==> src/rtl/pai_pkg.sv <==
// ----------------------------------------------------------------------------
// pai_pkg
// Shared types, constants and helpers of the primitive assembly indexer.
// ----------------------------------------------------------------------------
`default_nettype none

package pai_pkg;

    localparam int MAX_POLYGON_CORNERS = 32;
    localparam int INDEX_BITS          = 24;
    localparam int POLY_AW             = $clog2(MAX_POLYGON_CORNERS);
    localparam int CNT_W               = $clog2(MAX_POLYGON_CORNERS + 1);
    localparam int SETPOS_W            = 16;

    localparam logic [INDEX_BITS-1:0] COUNT_MAX = {INDEX_BITS{1'b1}};

    localparam logic [2:0] MODE_TRIANGLES  = 3'd0;
    localparam logic [2:0] MODE_TRI_STRIP  = 3'd1;
    localparam logic [2:0] MODE_FAN        = 3'd2;
    localparam logic [2:0] MODE_QUADS      = 3'd3;
    localparam logic [2:0] MODE_QUAD_STRIP = 3'd4;
    localparam logic [2:0] MODE_POLYGON    = 3'd5;

    typedef struct packed {
        logic [INDEX_BITS-1:0] n;
        logic [INDEX_BITS-1:0] t;
        logic [INDEX_BITS-1:0] v;
    } t_corner;

    typedef struct packed {
        logic             load;
        logic             poly;
        logic             last;
        logic [CNT_W-1:0] idx;
    } t_cmd;

    typedef struct packed {
        logic             poly;
        logic [CNT_W-1:0] count;
    } t_status;

    function automatic logic [INDEX_BITS-1:0] sat_inc(input logic [INDEX_BITS-1:0] x);
        sat_inc = (x == COUNT_MAX) ? x : x + 1'b1;
    endfunction

endpackage

`default_nettype wire

==> src/rtl/pai_ram.sv <==
// ----------------------------------------------------------------------------
// pai_ram
// Generic single-write, single-read RAM with a registered read port.
// ----------------------------------------------------------------------------
`default_nettype none

module pai_ram #(
    parameter int WIDTH = 8,
    parameter int DEPTH = 16
) (
    input  wire logic                     i_clk,
    input  wire logic                     i_we,
    input  wire logic [$clog2(DEPTH)-1:0] i_waddr,
    input  wire logic [WIDTH-1:0]         i_wdata,
    input  wire logic [$clog2(DEPTH)-1:0] i_raddr,
    output logic      [WIDTH-1:0]         o_rdata
);

    logic [WIDTH-1:0] r_mem [DEPTH];

    always_ff @(posedge i_clk) begin
        if (i_we) begin
            r_mem[i_waddr] <= i_wdata;
        end
        o_rdata <= r_mem[i_raddr];
    end

endmodule

`default_nettype wire

==> src/rtl/pai_ctrl.sv <==
// ----------------------------------------------------------------------------
// pai_ctrl
// Sequencer that takes a vertex and then streams the corners of its face.
// ----------------------------------------------------------------------------
`default_nettype none

module pai_ctrl
    import pai_pkg::*;
(
    input  wire logic    i_clk,
    input  wire logic    i_rst_n,
    input  wire logic    i_s_tvalid,
    output logic         o_s_tready,
    output logic         o_m_tvalid,
    input  wire logic    i_m_tready,
    input  wire t_status i_status,
    output t_cmd         o_cmd
);

    typedef enum logic [1:0] {S_IDLE, S_READ, S_LOAD, S_OUT} t_state;

    t_state           r_state;
    logic [CNT_W-1:0] r_idx;
    logic [CNT_W-1:0] r_cnt;
    logic             r_poly;
    logic             w_final;

    assign w_final    = (r_idx == r_cnt - 1'b1);
    assign o_s_tready = (r_state == S_IDLE) && i_rst_n;
    assign o_m_tvalid = (r_state == S_OUT);

    assign o_cmd.load = (r_state == S_LOAD);
    assign o_cmd.poly = r_poly;
    assign o_cmd.last = w_final;
    assign o_cmd.idx  = r_idx;

    always_ff @(posedge i_clk) begin
        if (!i_rst_n) begin
            r_state <= S_IDLE;
            r_idx   <= '0;
            r_cnt   <= '0;
            r_poly  <= 1'b0;
        end else begin
            unique case (r_state)
                S_IDLE: begin
                    if (i_s_tvalid && i_status.count != '0) begin
                        r_cnt   <= i_status.count;
                        r_idx   <= '0;
                        r_poly  <= i_status.poly;
                        r_state <= i_status.poly ? S_READ : S_LOAD;
                    end
                end
                S_READ: begin
                    r_state <= S_LOAD;
                end
                S_LOAD: begin
                    r_state <= S_OUT;
                end
                S_OUT: begin
                    if (i_m_tready) begin
                        if (w_final) begin
                            r_state <= S_IDLE;
                        end else begin
                            r_idx   <= r_idx + 1'b1;
                            r_state <= r_poly ? S_READ : S_LOAD;
                        end
                    end
                end
                default: begin
                    r_state <= S_IDLE;
                end
            endcase
        end
    end

endmodule

`default_nettype wire

==> src/rtl/pai_dp.sv <==
// ----------------------------------------------------------------------------
// pai_dp
// Index counters, corner window, polygon store and result register.
// ----------------------------------------------------------------------------
`default_nettype none

module pai_dp
    import pai_pkg::*;
(
    input  wire logic       i_clk,
    input  wire logic       i_rst_n,
    input  wire logic       i_cfg_we,
    input  wire logic       i_cfg_wdata,
    input  wire logic       i_accept,
    input  wire logic [2:0] i_mode,
    input  wire logic       i_first,
    input  wire logic       i_last,
    input  wire logic       i_has_normal,
    input  wire logic       i_has_texcoord,
    input  wire t_cmd       i_cmd,
    output t_status         o_status,
    output logic [95:0]     o_m_tdata,
    output logic            o_m_tlast,
    output logic            o_m_tuser
);

    logic                  r_flip;
    logic [INDEX_BITS-1:0] r_vc, r_nc, r_tc, r_gc;
    logic [SETPOS_W-1:0]   r_setpos;
    logic                  r_par;
    logic [1:0]            r_wf;
    logic                  r_trunc;
    t_corner               r_anchor;
    t_corner               r_win [3];
    t_corner               r_face [4];
    logic [INDEX_BITS-1:0] r_grp;
    logic                  r_ftrunc;
    t_corner               r_out;
    logic                  r_out_last;
    logic                  r_out_tr;

    logic [INDEX_BITS-1:0] n_vc, n_nc, n_tc, n_gc;
    logic [SETPOS_W-1:0]   n_setpos;
    logic                  n_par;
    logic [1:0]            n_wf;
    logic                  n_trunc;
    t_corner               n_anchor;
    t_corner               n_win [3];
    t_corner               n_face [4];
    logic [INDEX_BITS-1:0] n_grp;
    logic                  n_face_we;

    logic                  w_fs;
    logic [SETPOS_W-1:0]   w_sp;
    logic [SETPOS_W-1:0]   w_posm1;
    logic [1:0]            w_wf0;
    t_corner               w_c;
    logic                  w_pwe;
    logic                  w_rev;
    t_corner               w_rdata;

    assign w_posm1 = w_sp - 1'b1;

    always_comb begin
        n_vc      = r_vc;
        n_nc      = r_nc;
        n_tc      = r_tc;
        n_gc      = r_gc;
        n_par     = r_par;
        n_wf      = r_wf;
        n_trunc   = r_trunc;
        n_anchor  = r_anchor;
        n_win     = r_win;
        n_face    = r_face;
        n_grp     = r_grp;
        n_face_we = 1'b0;
        w_pwe     = 1'b0;
        w_rev     = 1'b0;
        o_status  = '0;

        w_fs  = i_first || (r_setpos == '0);
        w_wf0 = w_fs ? 2'd0 : r_wf;
        n_wf  = w_wf0;
        if (w_fs) begin
            n_par   = 1'b0;
            n_trunc = 1'b0;
        end
        w_sp = w_fs ? '0 : r_setpos;
        if (w_sp != {SETPOS_W{1'b1}}) begin
            w_sp = w_sp + 1'b1;
        end

        n_vc  = sat_inc(r_vc);
        w_c.v = n_vc;
        w_c.n = '0;
        w_c.t = '0;
        if (i_has_normal) begin
            n_nc  = sat_inc(r_nc);
            w_c.n = n_nc;
        end
        if (i_has_texcoord) begin
            n_tc  = sat_inc(r_tc);
            w_c.t = n_tc;
        end

        if (((i_mode == MODE_QUADS || i_mode == MODE_QUAD_STRIP) && w_sp == 16'd4) ||
            ((i_mode == MODE_TRIANGLES || i_mode == MODE_TRI_STRIP || i_mode == MODE_FAN)
             && w_sp == 16'd3)) begin
            n_gc = sat_inc(r_gc);
        end
        n_grp = n_gc;

        unique case (i_mode)
            MODE_TRIANGLES: begin
                if (w_wf0 >= 2'd2) begin
                    n_face[0] = r_win[0];
                    n_face[1] = r_win[1];
                    n_face[2] = w_c;
                    n_face_we = 1'b1;
                    o_status.count = CNT_W'(3);
                    n_wf = 2'd0;
                end else begin
                    n_win[w_wf0] = w_c;
                    n_wf = w_wf0 + 1'b1;
                end
            end
            MODE_TRI_STRIP: begin
                if (w_wf0 >= 2'd2) begin
                    if (r_flip) begin
                        w_rev = n_par;
                        n_par = ~n_par;
                    end
                    n_face[0] = w_rev ? w_c : r_win[0];
                    n_face[1] = r_win[1];
                    n_face[2] = w_rev ? r_win[0] : w_c;
                    n_face_we = 1'b1;
                    o_status.count = CNT_W'(3);
                    n_win[0] = r_win[1];
                    n_win[1] = w_c;
                    n_wf = 2'd2;
                end else begin
                    n_win[w_wf0] = w_c;
                    n_wf = w_wf0 + 1'b1;
                end
            end
            MODE_FAN: begin
                if (w_wf0 == 2'd0) begin
                    n_anchor = w_c;
                    n_wf = 2'd1;
                end else if (w_wf0 == 2'd1) begin
                    n_win[0] = w_c;
                    n_wf = 2'd2;
                end else begin
                    n_face[0] = r_anchor;
                    n_face[1] = r_win[0];
                    n_face[2] = w_c;
                    n_face_we = 1'b1;
                    o_status.count = CNT_W'(3);
                    n_win[0] = w_c;
                    n_wf = 2'd2;
                end
            end
            MODE_QUADS: begin
                if (w_wf0 == 2'd3) begin
                    n_face[0] = r_win[0];
                    n_face[1] = r_win[1];
                    n_face[2] = r_win[2];
                    n_face[3] = w_c;
                    n_face_we = 1'b1;
                    o_status.count = CNT_W'(4);
                    n_wf = 2'd0;
                end else begin
                    n_win[w_wf0] = w_c;
                    n_wf = w_wf0 + 1'b1;
                end
            end
            MODE_QUAD_STRIP: begin
                if (w_wf0 == 2'd3) begin
                    n_face[0] = r_win[0];
                    n_face[1] = r_win[1];
                    n_face[2] = w_c;
                    n_face[3] = r_win[2];
                    n_face_we = 1'b1;
                    o_status.count = CNT_W'(4);
                    n_win[0] = r_win[2];
                    n_win[1] = w_c;
                    n_wf = 2'd2;
                end else begin
                    n_win[w_wf0] = w_c;
                    n_wf = w_wf0 + 1'b1;
                end
            end
            MODE_POLYGON: begin
                if (w_sp <= SETPOS_W'(MAX_POLYGON_CORNERS)) begin
                    w_pwe = 1'b1;
                end else begin
                    n_trunc = 1'b1;
                end
                if (i_last) begin
                    o_status.poly = 1'b1;
                    o_status.count = (w_sp < SETPOS_W'(MAX_POLYGON_CORNERS)) ?
                                     w_sp[CNT_W-1:0] : CNT_W'(MAX_POLYGON_CORNERS);
                    if (w_sp >= 16'd3) begin
                        n_gc  = sat_inc(r_gc);
                        n_grp = n_gc;
                    end else begin
                        n_grp = '0;
                    end
                end
            end
            default: begin
            end
        endcase

        n_setpos = i_last ? '0 : w_sp;
    end

    pai_ram #(
        .WIDTH ($bits(t_corner)),
        .DEPTH (MAX_POLYGON_CORNERS)
    ) u_poly_ram (
        .i_clk   (i_clk),
        .i_we    (i_accept && w_pwe),
        .i_waddr (w_posm1[POLY_AW-1:0]),
        .i_wdata (w_c),
        .i_raddr (i_cmd.idx[POLY_AW-1:0]),
        .o_rdata (w_rdata)
    );

    always_ff @(posedge i_clk) begin
        if (!i_rst_n) begin
            r_flip   <= 1'b0;
            r_vc     <= '0;
            r_nc     <= '0;
            r_tc     <= '0;
            r_gc     <= '0;
            r_setpos <= '0;
            r_par    <= 1'b0;
            r_wf     <= '0;
            r_trunc  <= 1'b0;
        end else begin
            if (i_cfg_we) begin
                r_flip <= i_cfg_wdata;
            end
            if (i_accept) begin
                r_vc     <= n_vc;
                r_nc     <= n_nc;
                r_tc     <= n_tc;
                r_gc     <= n_gc;
                r_setpos <= n_setpos;
                r_par    <= n_par;
                r_wf     <= n_wf;
                r_trunc  <= n_trunc;
            end
        end
    end

    always_ff @(posedge i_clk) begin
        if (i_accept) begin
            r_anchor <= n_anchor;
            r_win    <= n_win;
            r_grp    <= n_grp;
            r_ftrunc <= n_trunc;
            if (n_face_we) begin
                r_face <= n_face;
            end
        end
        if (i_cmd.load) begin
            r_out      <= i_cmd.poly ? w_rdata : r_face[i_cmd.idx[1:0]];
            r_out_last <= i_cmd.last;
            r_out_tr   <= i_cmd.poly && r_ftrunc;
        end
    end

    assign o_m_tdata = {r_grp, r_out.n, r_out.t, r_out.v};
    assign o_m_tlast = r_out_last;
    assign o_m_tuser = r_out_tr;

endmodule

`default_nettype wire

==> src/rtl/primitive_assembly_indexer_unit.sv <==
// ----------------------------------------------------------------------------
// primitive_assembly_indexer_unit
// Indexes vertices and assembles them into faces streamed corner by corner.
// ----------------------------------------------------------------------------
//  Channel   Direction  Contents
//  s_axis    in         one vertex: mode, set marks, attribute flags
//  m_axis    out        one face corner: indices, group, last, truncated
//  cfg       in         flip_strips write
//
// A vertex is taken when the block is idle. Each triangle or quad corner then
// passes a load state and an output state; a polygon corner a read state first,
// set by the registered read of the polygon store. A vertex that completes no
// face lets the next vertex follow in the next cycle. A stalled output holds
// the block. Reset is synchronous and needs no clearing pass.
`default_nettype none

module primitive_assembly_indexer_unit
    import pai_pkg::*;
(
    input  wire logic        i_clk,
    input  wire logic        i_rst_n,
    input  wire logic        i_cfg_we,
    input  wire logic        i_cfg_wdata,
    input  wire logic        i_s_tvalid,
    output logic             o_s_tready,
    input  wire logic [7:0]  i_s_tdata,  // first_of_set, has_normal, has_texcoord
    input  wire logic        i_s_tlast,  // last_of_set
    input  wire logic [2:0]  i_s_tuser,  // prim_mode
    output logic             o_m_tvalid,
    input  wire logic        i_m_tready,
    output logic [95:0]      o_m_tdata,  // vertex, texcoord, normal, group index
    output logic             o_m_tlast,  // last_corner
    output logic             o_m_tuser   // truncated
);

    t_cmd    w_cmd;
    t_status w_status;
    logic    w_accept;

    assign w_accept = i_s_tvalid && o_s_tready;

    pai_ctrl u_ctrl (
        .i_clk      (i_clk),
        .i_rst_n    (i_rst_n),
        .i_s_tvalid (i_s_tvalid),
        .o_s_tready (o_s_tready),
        .o_m_tvalid (o_m_tvalid),
        .i_m_tready (i_m_tready),
        .i_status   (w_status),
        .o_cmd      (w_cmd)
    );

    pai_dp u_dp (
        .i_clk          (i_clk),
        .i_rst_n        (i_rst_n),
        .i_cfg_we       (i_cfg_we),
        .i_cfg_wdata    (i_cfg_wdata),
        .i_accept       (w_accept),
        .i_mode         (i_s_tuser),
        .i_first        (i_s_tdata[0]),
        .i_last         (i_s_tlast),
        .i_has_normal   (i_s_tdata[1]),
        .i_has_texcoord (i_s_tdata[2]),
        .i_cmd          (w_cmd),
        .o_status       (w_status),
        .o_m_tdata      (o_m_tdata),
        .o_m_tlast      (o_m_tlast),
        .o_m_tuser      (o_m_tuser)
    );

    a_no_overlap: assert property (@(posedge i_clk) disable iff (!i_rst_n)
        o_m_tvalid |-> !o_s_tready)
        else $error("input ready while a corner is pending");

    a_idle_after_face: assert property (@(posedge i_clk) disable iff (!i_rst_n)
        (o_m_tvalid && o_m_tlast && i_m_tready) |=> o_s_tready)
        else $error("block not idle after final corner");

    a_trunc_poly: assert property (@(posedge i_clk) disable iff (!i_rst_n)
        (o_m_tvalid && o_m_tuser) |-> w_cmd.poly)
        else $error("truncated flag on a non-polygon face");

    a_vertex_nonzero: assert property (@(posedge i_clk) disable iff (!i_rst_n)
        (o_m_tvalid && !w_cmd.poly) |-> (o_m_tdata[23:0] != 24'd0))
        else $error("zero vertex index on a face corner");

endmodule

`default_nettype wire

==> config.mk <==
export PLATFORM = sky130hd
export DESIGN_NAME = primitive_assembly_indexer_unit
export DESIGN_NICKNAME = d
export VERILOG_FILES = /design/src/rtl/pai_pkg.sv /design/src/rtl/pai_ram.sv /design/src/rtl/pai_ctrl.sv /design/src/rtl/pai_dp.sv /design/src/rtl/primitive_assembly_indexer_unit.sv
export SDC_FILE = /design/constraint.sdc
export NUM_CORES = 2
export LEC_CHECK = 0
export ABC_AREA = 1
export CORE_UTILIZATION = 50
export CTS_CLUSTER_DIAMETER = 100
export DETAILED_ROUTE_END_ITERATION = 8
export DONT_BUFFER_PORTS = 1
export MAX_ROUTING_LAYER = met4
export PLACE_DENSITY_LB_ADDON = 0.12
export SLEW_MARGIN = 20
export SYNTH_ARGS = -nofsm -noshare
export SYNTH_HDL_FRONTEND = slang
export SYNTH_SLANG_ARGS = --single-unit
==> constraint.sdc <==
create_clock -name i_clk -period 12.9 [get_ports i_clk]
set_input_delay 0 -clock i_clk [delete_from_list [all_inputs] [get_ports i_clk]]
set_output_delay 0 -clock i_clk [all_outputs]
set_load 0.02 [all_outputs]
* Word level (Yosys, flattened, before mapping) *
Memories as Yosys holds them, arrays and structs flattened. A register that Yosys moved wholly into a read port is not among the register bits.
Index checks and enable logic that the tools add are counted.

cells by class
  add/sub/neg operators = 9
  $lt $le $gt $ge = 7
  equal/unequal tests = 31
  muxes and demuxes = 86
  bitwise operators = 3
  reduce and logical (&&, ||, !) cells = 35

operator list
  kind                                                                count
  2-to-1 mux 216 bit                                                  6
  case mux 216 bit (5 select lines)                                   1
  2-to-1 mux 72 bit                                                   9
  2-to-1 mux 288 bit                                                  2
  case mux 144 bit (4 select lines)                                   1
  case mux 72 bit (5 select lines)                                    1
  2-to-1 mux 24 bit                                                   13
  2-to-1 mux 144 bit                                                  2
  bitwise mux 216 bit                                                 1
  binary-select mux 72 bit (select 2 bit)                             1
  demux 72 bit (select 2 bit)                                         1
  case mux 72 bit (2 select lines)                                    1
  adder 24 x 1 -> 24 bit, second input constant                       4
  == test 24 bit, second input constant                               4
  2-to-1 mux 16 bit                                                   3
  2-to-1 mux 6 bit                                                    5
  2-to-1 mux 2 bit                                                    13
  inequality test 2 bit, second input constant                        12
  case mux 6 bit (4 select lines)                                     1
  2-to-1 mux 1 bit                                                    19
  adder 16 x 1 -> 16 bit, second input constant                       1
  == test 16 x 2 -> 1 bit, second input constant                      1
  == test 16 x 3 -> 1 bit, second input constant                      1
  greater-or-equal comparator 16 x 2 -> 1 bit, second input constant  1
  other kinds (41)                                                    67

storage, ports and cells
  register bits after elaboration = 807
  bits in writable memories = 2304
  input port bits = 18
  logic and storage cells = 216
  memories kept = 1

memory list
  memory                 depth  width  read ports  clocked after Yosys merged registers in  write ports  RTL line       source
  u_dp.u_poly_ram.r_mem  32     72     1           1                                        1            pai_ram.sv:19  logic [WIDTH-1:0] r_mem [DEPTH];

* Logic depth before layout (Yosys ltp) *
  word-level depth = 13
  depth in mapped cells = 30
  mapped depth without buffers = 28

* By module *
From an unflattened synthesis, not the netlist that was laid out.

unflattened totals
  cell total of the unflattened synthesis = 12725
  area total of the unflattened synthesis = 137104.0 µm²

modules (own cells, without submodules)
  module                           times used  cells each  area an instance (µm²)  sequential area each (µm²)
  pai_ram                          1           7592        93267.0                 70627.7
  pai_dp                           1           4960        42719.7                 22611.7
  pai_ctrl                         1           171         1109.8                  300.3
  primitive_assembly_indexer_unit  1           2           7.5                     0.0

* Worst setup path before layout *
OpenSTA, ideal clock, no wires.

  path type = reg-to-reg
  start point = register u_dp.r_setpos[8]
  end point = register u_dp.r_face[100] (netlist bit) (enable)
  library setup time = 866 ps
  arrival = 12560 ps
  data required time = 12034 ps
  slack = -527 ps
  stages on the path, launching flop included = 17
  buffers on the path = 3
  cell sequence = dfxtp_1 nor2_1 nand2_1 nor2_2 nand2_4 buf_6 nand2_2 buf_4 nor2_1 inv_1 ha_1 inv_1 clkbuf_1 a21oi_1 nor2_1 o21ai_0 a21oi_1

between the ends
  cells in the longest elaborated chain, start to end = 8

ends and longest elaborated chain
  element                            RTL line       source
  start, declared                    pai_dp.sv:29   logic [SETPOS_W-1:0] r_setpos;
  start signal, assigned             pai_dp.sv:250  r_setpos <= n_setpos;
  logical NOT 16 bit (*)             pai_dp.sv:81   w_fs = i_first || (r_setpos == '0);
  logical OR 1 bit (*)               pai_dp.sv:81
  2-to-1 mux 2 bit (*)               pai_dp.sv:82   w_wf0 = w_fs ? 2'd0 : r_wf;
  == test 2 x 1 -> 1 bit             pai_dp.sv:150  end else if (w_wf0 == 2'd1) begin
  2-to-1 mux 1 bit                   pai_dp.sv:150
  2-to-1 mux 1 bit                   pai_dp.sv:147  if (w_wf0 == 2'd0) begin
  case mux 1 bit (3 select lines)    pai_dp.sv:113  unique case (i_mode)
  AND reduction 9 bit (no line) (*)  -
  end signal, assigned               pai_dp.sv:265  r_face <= n_face;
  end, declared                      pai_dp.sv:35   t_corner r_face [4];

Every way passes the cells marked *; elsewhere a longest branch is shown, timed or not.
A chain may end at the register's enable or synchronous reset.

* Worst setup path after layout *
  start point = register u_dp.r_setpos[8]
  end point = memory u_dp.u_poly_ram.r_mem[12][48] (netlist bit) (enable)

between the ends
  cells in the longest elaborated chain, start to end = 11

ends and longest elaborated chain
  element                                                                  RTL line                    source
  logical NOT 16 bit                                                       pai_dp.sv:81
  logical OR 1 bit                                                         pai_dp.sv:81
  2-to-1 mux 16 bit (*)                                                    pai_dp.sv:88                w_sp = w_fs ? '0 : r_setpos;
  adder 16 x 1 -> 16 bit / inequality test 16 bit (equally long branches)  pai_dp.sv:90, pai_dp.sv:89
  2-to-1 mux 16 bit (*)                                                    pai_dp.sv:89                if (w_sp != {SETPOS_W{1'b1}}) begin
  <= comparator 16 x 6 -> 1 bit                                            pai_dp.sv:194               if (w_sp <= SETPOS_W'(MAX_POLYGON_CORNERS)) begin
  2-to-1 mux 1 bit                                                         pai_dp.sv:194
  2-to-1 mux 1 bit                                                         pai_dp.sv:113
  logical AND 1 bit                                                        pai_dp.sv:223               .i_we (i_accept && w_pwe),
  2-to-1 mux 1 bit                                                         pai_ram.sv:22               if (i_we) begin
  2-to-1 mux 1 bit (not written as such)                                   pai_ram.sv:23               r_mem[i_waddr] <= i_wdata;
  end, declared                                                            pai_ram.sv:19

Marks and branches as above.

==> impl_metrics.yaml <==
power_and_ir_drop:
  p_per_area_nw_per_um2: 150
  ir_drop_mv: 0.115
  cellLeakagePower_nw: 49.7
floorplan:
  row_count: 188
  pin_count: 118
  die_w_um: 517
  dieArea_um2: 267000
  initial_core_util_pct: 50.4
  die_y_um: 517
  core_region_area_um2: 263000
drt:
  drt_iter0_markers: 13300
  antenna_left: 0
  routed_wl_mm: 425
  vias: 94700
  via_per_inst: 6.38
  drc_errors: 0
  wire_per_inst_um: 28.6
  dr.pass1.iters: 9
logic_synthesis:
  yosys_warnings: 0
  synthCells: 11200
  synth_area_um2: 132000
  synthArstFlopShare_pct: 0
  ys_seq_elements: 3183
  avgSynthCellArea_um2: 11.8
  ys_seq_area_share_pct: 70.6
  synthFlopType: "edfxtp_1"
  synth.distinct_cells: 62
  syn_nets: 11300
  synth-edff-count: 2979
cts:
  clk_pin_slew_ps: 60
  cts_buffer_depth: 4
  postCtsSetupBuffers: 0
  cts_inserted_buffers: 333
  cts.sinks: 3183
  clkLatencyLatePin_ps: 950
  clock-root-buffer: "clkbuf_16"
  ctsResizeCount: 0
  cts-htree-levels: 5
  cts_tree: "built"
worst_hold_path:
  hold_end: "u_dp.r_tc[20]"
  holdPathStages: 4
  hold_path.class: "primary input to flop"
  hp-start: "i_rst_n"
timing:
  max_clock_freq_mhz: 143
  min_period_ps: 7000
  maxSlewViolCount: 0
  setup_viol: 0
  skew_ps: 62.3
  rsz0062_at_grt: "false"
  hold_violations: 0
  tns_ps: 0
  max_slew_margin_pct: 15.3
  min_period_over_period_pct: 54.3
  tightestPinTransition_ps: 1270
global_route:
  grt_pass1_vias: 88500
  grt_first_pass_wirelength_mm: 608
  grt_remaining_overflow: 0
  grt_max_degree: 186
  grtUsageTotal_pct: 32.1
  antenna_found_initial: 31
critical_path:
  critPathLaunchType: "flop"
  worstPathMaxFanout: 38
  cp.required_ps: 13430
  path_class: "flop to flop"
  ff2ff_setup_slack_ps: 5900
  cp-end-kind: "flop"
  crit_arrival_ps: 7530
  worstReg2RegStart: "u_dp.r_setpos[8]"
  reg2reg_depth: 24
  rr_endpoint: "u_dp.u_poly_ram.r_mem[12][48]"
cells_and_area:
  nFillCells: 21400
  drive_gt1_share_pct: 7.83
  layout.nets: 11100
  area_delta_synth_final_pct: 11.3
  final_util_pct: 56.1
placed_design:
  port_buffers: 0
  hpwlAfterDp_mm: 230
  place.gp.congestion: 0.905
outcome:
  status: "completed"
flow_run:
  maxCapViolations: 0
==> kinds of logic after synthesis <==
group                      synth area share (%)
buffers and inverters                      3.57
and+or+nand+nor                            10.3
adders and majority gates                 0.123
muxes                                    0.0151
AOI/OAI and AO/OA                          14.8
xor gates and xnor gates                  0.601
DFF                                        70.6
==> per-layer routing <==
metal | vias up | GRT usage (%) | wire length [um]
met5 | - | - | 0
met4 | 0 | 10.1 | 14200
met3 | 766 | 5.19 | 44900
met2 | 5388 | 48.3 | 192000
met1 | 47500 | 44.9 | 173000
li1 | 41100 | - | -
==> power by group <==
part           total, mW  internal (mW)  switching (mW)  leakage (nW)
sequential          11.4           11.3          0.0962          28.8
clock               9.62           5.50            4.12          5.30
combinational       1.18          0.304           0.875          15.6
==> cell usage in the layout, fill, tap and decap left out, types with 101 or more instances in the layout <==
| master | n |
|---|---|
| edfxtp_1 | 2979 |
| nor2_1 | 1906 |
| o21ai_0 | 1829 |
| nand2_1 | 806 |
| o22ai_1 | 479 |
| inv_1 | 409 |
| clkbuf_16 | 338 |
| a21oi_1 | 320 |
| nand3_1 | 279 |
| buf_4 | 234 |
| dfxtp_1 | 200 |
| o221ai_1 | 186 |
| nor3_1 | 134 |
| a22oi_1 | 101 |
==> cell usage after synthesis, types with 7 or more instances <==
library cell  count  area, um2
a211oi_1         46        345
nand3_1         280       1400
a32oi_1          35        307
a31o_2           13        114
nand2_1         812       3050
nor4_1           23        144
inv_2            12       45.0
o2111ai_1        10       87.6
clkinv_1         11       41.3
o221ai_1        186       1630
o21bai_1         18        135
a22oi_1         101        758
a21boi_1         24        180
buf_2             7       35.0
o22ai_1         479       3000
nand3_2          13        130
nor2_1         1962       7360
a21oi_1         322       1610
or2_1            16        100
edfxtp_1       2979      89500
inv_1           432       1620
nor3_1          135        676
nand4_1          67        419
xor2_1           77        674
buf_1            53        199
ha_1             13        163
o21ai_0        1830       9160
clkbuf_1        726       2730
xnor2_1          12        105
dfxtp_1         204       4080
a221oi_1         76        666
nor2_2            8       50.1
o211ai_1         90        676
a2111o_1         11        124
a31oi_1          87        544
nand3b_1          8       60.1
a21boi_0         11       82.6
==> flip-flops by register name, indices dropped and copies added (netlist names) <==
name,cells
u_ctrl.r_cnt,6
u_ctrl.r_idx,6
u_ctrl.r_poly,1
u_ctrl.r_state,2
u_dp.o_m_tdata,72
u_dp.o_m_tlast,1
u_dp.o_m_tuser,1
u_dp.r_anchor,72
u_dp.r_face,288
u_dp.r_flip,1
u_dp.r_ftrunc,1
u_dp.r_gc,24
u_dp.r_grp,24
u_dp.r_nc,24
u_dp.r_par,1
u_dp.r_setpos,16
u_dp.r_tc,24
u_dp.r_trunc,1
u_dp.r_vc,24
u_dp.r_wf,2
u_dp.r_win,216
u_dp.u_poly_ram.o_rdata,72
u_dp.u_poly_ram.r_mem,2304
==> critical path: stages (launching register included) <==
cell and delay, ps:
dfxtp_1 460, nor2_1 80, nand2_1 90, nor2_2 60
nand2_4 230, nand2_2 320, nor2_2 360, ha_1 250
nand2_1 80, inv_1 60, nand4_1 180, nor2_4 330
nand2_1 90, nand2_1 60, nand2_1 60, inv_2 60
nand3_2 80, nor2_4 180, nor3b_2 310, o211ai_1 210
inv_2 140, nand4_1 800, nor2_4 460, buf_4 750
buf_4 770
==> final cells by class <==
cell class	instances	area (um2)	area share [%]
diodes	14	35.0	0.0238
multi-input cells	6806	34600	23.5
clock buffers	425	8930	6.06
repair buffers	267	2200	1.50
well taps	3515	4400	2.98
clock inverters	184	1900	1.29
flip-flops and latches	3183	93600	63.5
inverters	455	1770	1.20
==> how the worst max path moves through the flow <==
stage,startpoint,end,cells after the start
6_report,u_dp.r_setpos[8],u_dp.u_poly_ram.r_mem[12][48],24
5_1_grt,u_dp.r_setpos[8],u_dp.u_poly_ram.r_mem[12][48],24
4_1_cts,u_dp.r_setpos[8],u_dp.u_poly_ram.r_mem[12][48],24
3_5_place_dp,u_dp.r_setpos[8],u_dp.u_poly_ram.r_mem[8][42],24
3_3_place_gp,u_dp.r_setpos[8],u_dp.u_poly_ram.r_mem[12][50],24
2_1_floorplan,u_dp.r_setpos[8],u_dp.u_poly_ram.r_mem[15][0],22
==> metrics by stage <==
stage / area (um2) / hold slack, ps / total power [mW] / instances / worst slack [ps]
after floorplan: 132000 / 94.1 / 12.3 / 11200 / 2820
after global placement: 136000 / 96.1 / 12.7 / 14200 / 5870
after detailed placement: 136000 / 99.0 / 12.7 / 14200 / 5910
after CTS: 147000 / 44.0 / 22.2 / 14800 / 5900
after global routing: 147000 / 75.2 / 22.7 / 14800 / 5600
final: 147000 / 71.0 / 22.2 / 14800 / 5900
==> timing repair <==
action | 4_1_cts | 5_1_grt
hold endpoints to repair | 1790 | 0
hold buffers | 23 | 0
endpoints found under the setup margin | 0 | 0
No activity file was read; power rests on OpenSTA's default activity.
